[src/hw/rtl/wsdb_pkg.sv]
package wsdb_pkg;

  localparam int NUM_QUEUES     = 8;
  localparam int QUEUE_CAPACITY = 64;

  localparam int QID_W     = 3;
  localparam int ITEM_W    = 32;
  localparam int STATUS_W  = 3;
  localparam int QSEL_W    = (NUM_QUEUES > 1) ? $clog2(NUM_QUEUES) : 1;
  localparam int CNT_MOD   = 2 * QUEUE_CAPACITY;
  localparam int CNT_W     = $clog2(CNT_MOD);
  localparam int SLOT_W    = $clog2(QUEUE_CAPACITY);
  localparam int MEM_DEPTH = NUM_QUEUES * QUEUE_CAPACITY;
  localparam int ADDR_W    = $clog2(MEM_DEPTH);

  localparam logic OP_PUSH  = 1'b0;
  localparam logic OP_FETCH = 1'b1;

  typedef logic [STATUS_W-1:0] status_t;

  localparam status_t ST_PUSHED = 3'd0;
  localparam status_t ST_OWN    = 3'd1;
  localparam status_t ST_STOLEN = 3'd2;
  localparam status_t ST_NONE   = 3'd3;
  localparam status_t ST_REJECT = 3'd4;

  typedef struct packed {
    logic              op;
    logic [QID_W-1:0]  queue_id;
    logic [ITEM_W-1:0] item;
  } in_item_t;

  typedef struct packed {
    status_t           status;
    logic [ITEM_W-1:0] item_out;
    logic [QID_W-1:0]  source_queue;
  } out_item_t;

  typedef struct packed {
    logic load;  // capture the request being transferred
    logic exec;  // decide, update counters, access slot memory
  } ctrl_cmd_t;

endpackage

[src/hw/rtl/wsdb_ctrl.sv]
module wsdb_ctrl (
  input  logic               clk,
  input  logic               rst_n,
  input  logic               start,
  output logic               busy,
  output logic               out_valid,
  output wsdb_pkg::ctrl_cmd_t cmd
);

  typedef enum logic [2:0] {
    S_IDLE   = 3'b001,
    S_DECIDE = 3'b010,
    S_RESP   = 3'b100
  } state_t;

  state_t state_r;
  state_t state_nxt;

  always_comb begin
    state_nxt = state_r;
    unique case (state_r)
      S_IDLE: begin
        if (start) state_nxt = S_DECIDE;
      end
      S_DECIDE: begin
        state_nxt = S_RESP;
      end
      S_RESP: begin
        // a new request may be taken while the result is shown
        state_nxt = start ? S_DECIDE : S_IDLE;
      end
      default: begin
        state_nxt = S_IDLE;
      end
    endcase
  end

  always_ff @(posedge clk) begin
    if (!rst_n) begin
      state_r <= S_IDLE;
    end else begin
      state_r <= state_nxt;
    end
  end

  assign busy      = (state_r == S_DECIDE);
  assign out_valid = (state_r == S_RESP);
  assign cmd.load  = start && !busy;
  assign cmd.exec  = (state_r == S_DECIDE);

endmodule

[config.mk]
export PLATFORM = sky130hd
export DESIGN_NAME = wsdb_ctrl
export DESIGN_NICKNAME = d
export VERILOG_FILES = /design/src/hw/rtl/wsdb_pkg.sv /design/src/hw/rtl/wsdb_ctrl.sv
export SDC_FILE = /design/constraint.sdc
export NUM_CORES = 1
export LEC_CHECK = 0
export ABC_AREA = 1
export BUFFER_PORTS_ARGS = -buffer_cell sky130_fd_sc_hd__buf_4
export CORE_AREA = 2 2 39 41
export DETAILED_ROUTE_END_ITERATION = 7
export DIE_AREA = 0 0 41 43
export PLACE_DENSITY_LB_ADDON = 0.05
export REMOVE_ABC_BUFFERS = 1
export SLEW_MARGIN = 20
export SYNTH_ARGS = -nofsm -noshare
export SYNTH_HDL_FRONTEND = slang
export SYNTH_SLANG_ARGS = --single-unit
[constraint.sdc]
create_clock -name clk -period 1.7 [get_ports clk]
set_input_delay 0.425 -clock clk [delete_from_list [all_inputs] [get_ports clk]]
set_output_delay 0.425 -clock clk [all_outputs]
set_load 0.02 [all_outputs]
==> results.toml <==
[global_route]
grt_overflow = 0
antenna_found_initial = 0
track_usage_pct = 5.03
grt_max_degree = 5
grt_pass1_vias = 146
grt_pass1_wl_um = 496

[run_status]
status = "completed"

[logic_synthesis]
seq_area_frac_synth_pct = 40.7
ys_seq_elements = 3
avgSynthCellArea_um2 = 6.15
yosysWarnings = 0
synth_area_um2 = 148
netlist_instances = 24
ys_types = 8

[final_layout]
fin_cells = 49
n_antenna_cell = 0
largest_reg_flops = 3
largestRegisters = "state_r: 3 flops"
nFillCells = 171
fin_area_um2 = 231
drive_above_1_share_pct = 27.3
seq_area_um2 = 60.1
regMostFlops = "state_r"
syn_to_final_growth_pct = 56.8
final_common_cell = "inv_1"
multi_input_area_um2 = 46.3
final_cell_mix = "inv_1 (9), nand2_1 (6), buf_4 (6), clkbuf_4 (3), dfxtp_1 (3)"
nets = 37

[die]
ios = 7
start_util_pct = 10.7
core_um2 = 1380
die_width_um = 41
die_h_um = 43
dieArea_um2 = 1760
rows = 14

[timing]
finalHoldViolCount = 0
rsz0062_at_grt = "false"
setup_violations = 0
worst_pin_slew_ps = 344
tns_ps = 0
relSlewSlack_pct = 76.9
clock.fmax_mhz = 644
period_share_pct = 91.4
period_needed_ps = 1550
finClkSkew_ps = 0.657
hold_ws_ps = 495
slew_viol_final = 0

[setup_path]
worstPathCellList = "inv_1 > nor3_1 > nor2_1 > buf_4"
max_stage_delay_ps = 320
critPathSlowestCell = "dfxtp_1"
crit_arrival_ps = 1130
critPathMaxFanout = 3
crit_family = "simple AND/OR/NAND/NOR gates"
cp-end-kind = "output port"
timing.reg2reg.setup_slack_ps = 920
path_class = "flip-flop to output port"
path_buf_inv = 2
critical_path_required_ps = 1270
cp-start-kind = "flip-flop"

[cts]
clk_pin_slew_worst_paths_ps = 40
clk-insertion-delay-late_ps = 230
root_buffer = "clkbuf_4"
post_cts_buffers = 0
htreeDepth = 1
cts_resized = 0
cts_buffers = 3
clk_path_buf_depth = 2
cts_tree = "built"
cts.sinks = 3
hold_buffers = 0

[pwr]
p_leak_nw = 0.148
ir_drop_uv = 148
powerDensity_nw_per_um2 = 971

[route]
drt_wl_total_um = 322
firstDrtPassIters = 4
drcViolationCount = 0
drt-initial-drc-count = 1
vias_per_cell = 3.22
vias = 158
detail_route.wl_per_cell_um = 6.57
ant_nets = 0

[run]
drv_cap = 0

[placement]
dp_hpwl_um = 259
placedCellCount = 45
placed_cell_area_um2 = 205
globalplace.congestion = 0.621
io_buffers = 6

[hold_path]
hold_class = "primary input to flip-flop"
## power breakdown
group          leakage, nW  switching (W)  internal [W]
Combinational        0.108      0.0000131     0.0000103
Sequential          0.0246     0.00000230     0.0000747
Clock               0.0150      0.0000364     0.0000879
## synth_stat cells
| library cell | instances | share of area [%] |
|---|---|---|
| buf_4 | 1 | 5.1 |
| nand4_1 | 1 | 4.2 |
| nand3_1 | 1 | 3.4 |
| nor2_1 | 2 | 5.1 |
| nand2_1 | 6 | 15 |
| inv_1 | 9 | 23 |
| nor3_1 | 1 | 3.4 |
| dfxtp_1 | 3 | 41 |
## area by class of cell
| cell class | count | share of cell area (%) |
|---|---|---|
| flip-flops and latches | 3 | 25.9 |
| multi-input cells | 11 | 20.0 |
| repair buffers | 6 | 19.5 |
| inverters | 9 | 14.6 |
| clock buffers | 4 | 11.4 |
| well taps | 16 | 8.65 |
## metrics by stage
step           worst slack (ps)  utilization (%)  total power [W]
3_5_place_dp                370             14.8         0.000102
2_1_floorplan              -284                -        0.0000915
5_1_grt                    18.3             16.7         0.000239
3_3_place_gp                360             14.8         0.000103
4_1_cts                     110             16.7         0.000233
6_report                    147             16.7         0.000225
## metal layers
layer  up-vias  share of wire [%]  track usage (%)
met5         -                  0                0
met4         0                4.7             8.00
met3         2                 11             3.14
met2         7                 50             6.88
met1        66                 34             3.23
li1         83                  -                -
## kinds of logic (layout without fill, tap and decap cells)
logic type | after synthesis | in the layout | synth area share [%]
buffers and inverters | 10 | 19 | 28.0
flip-flops | 3 | 3 | 40.7
AND/OR/NAND/NOR | 11 | 11 | 31.4
## tightest hold or removal path, delay by kind of cell
| kind | cells | cell delay (ps) |
|---|---|---|
| buffers and inverters | 2 | 160 |
| and+or+nand+nor | 1 | 120 |
## worst paths after layout
| path | cells past startpoint | endpoint | from |
|---|---|---|---|
| max | 4 | cmd[1] | state_r[1] |
| min | 3 | state_r[2] | rst_n |
| max reg2reg | 6 | state_r[0] | state_r[1] |
| min reg2reg | 2 | state_r[2] | state_r[1] |
No activity file was read; power rests on OpenSTA's default activity.
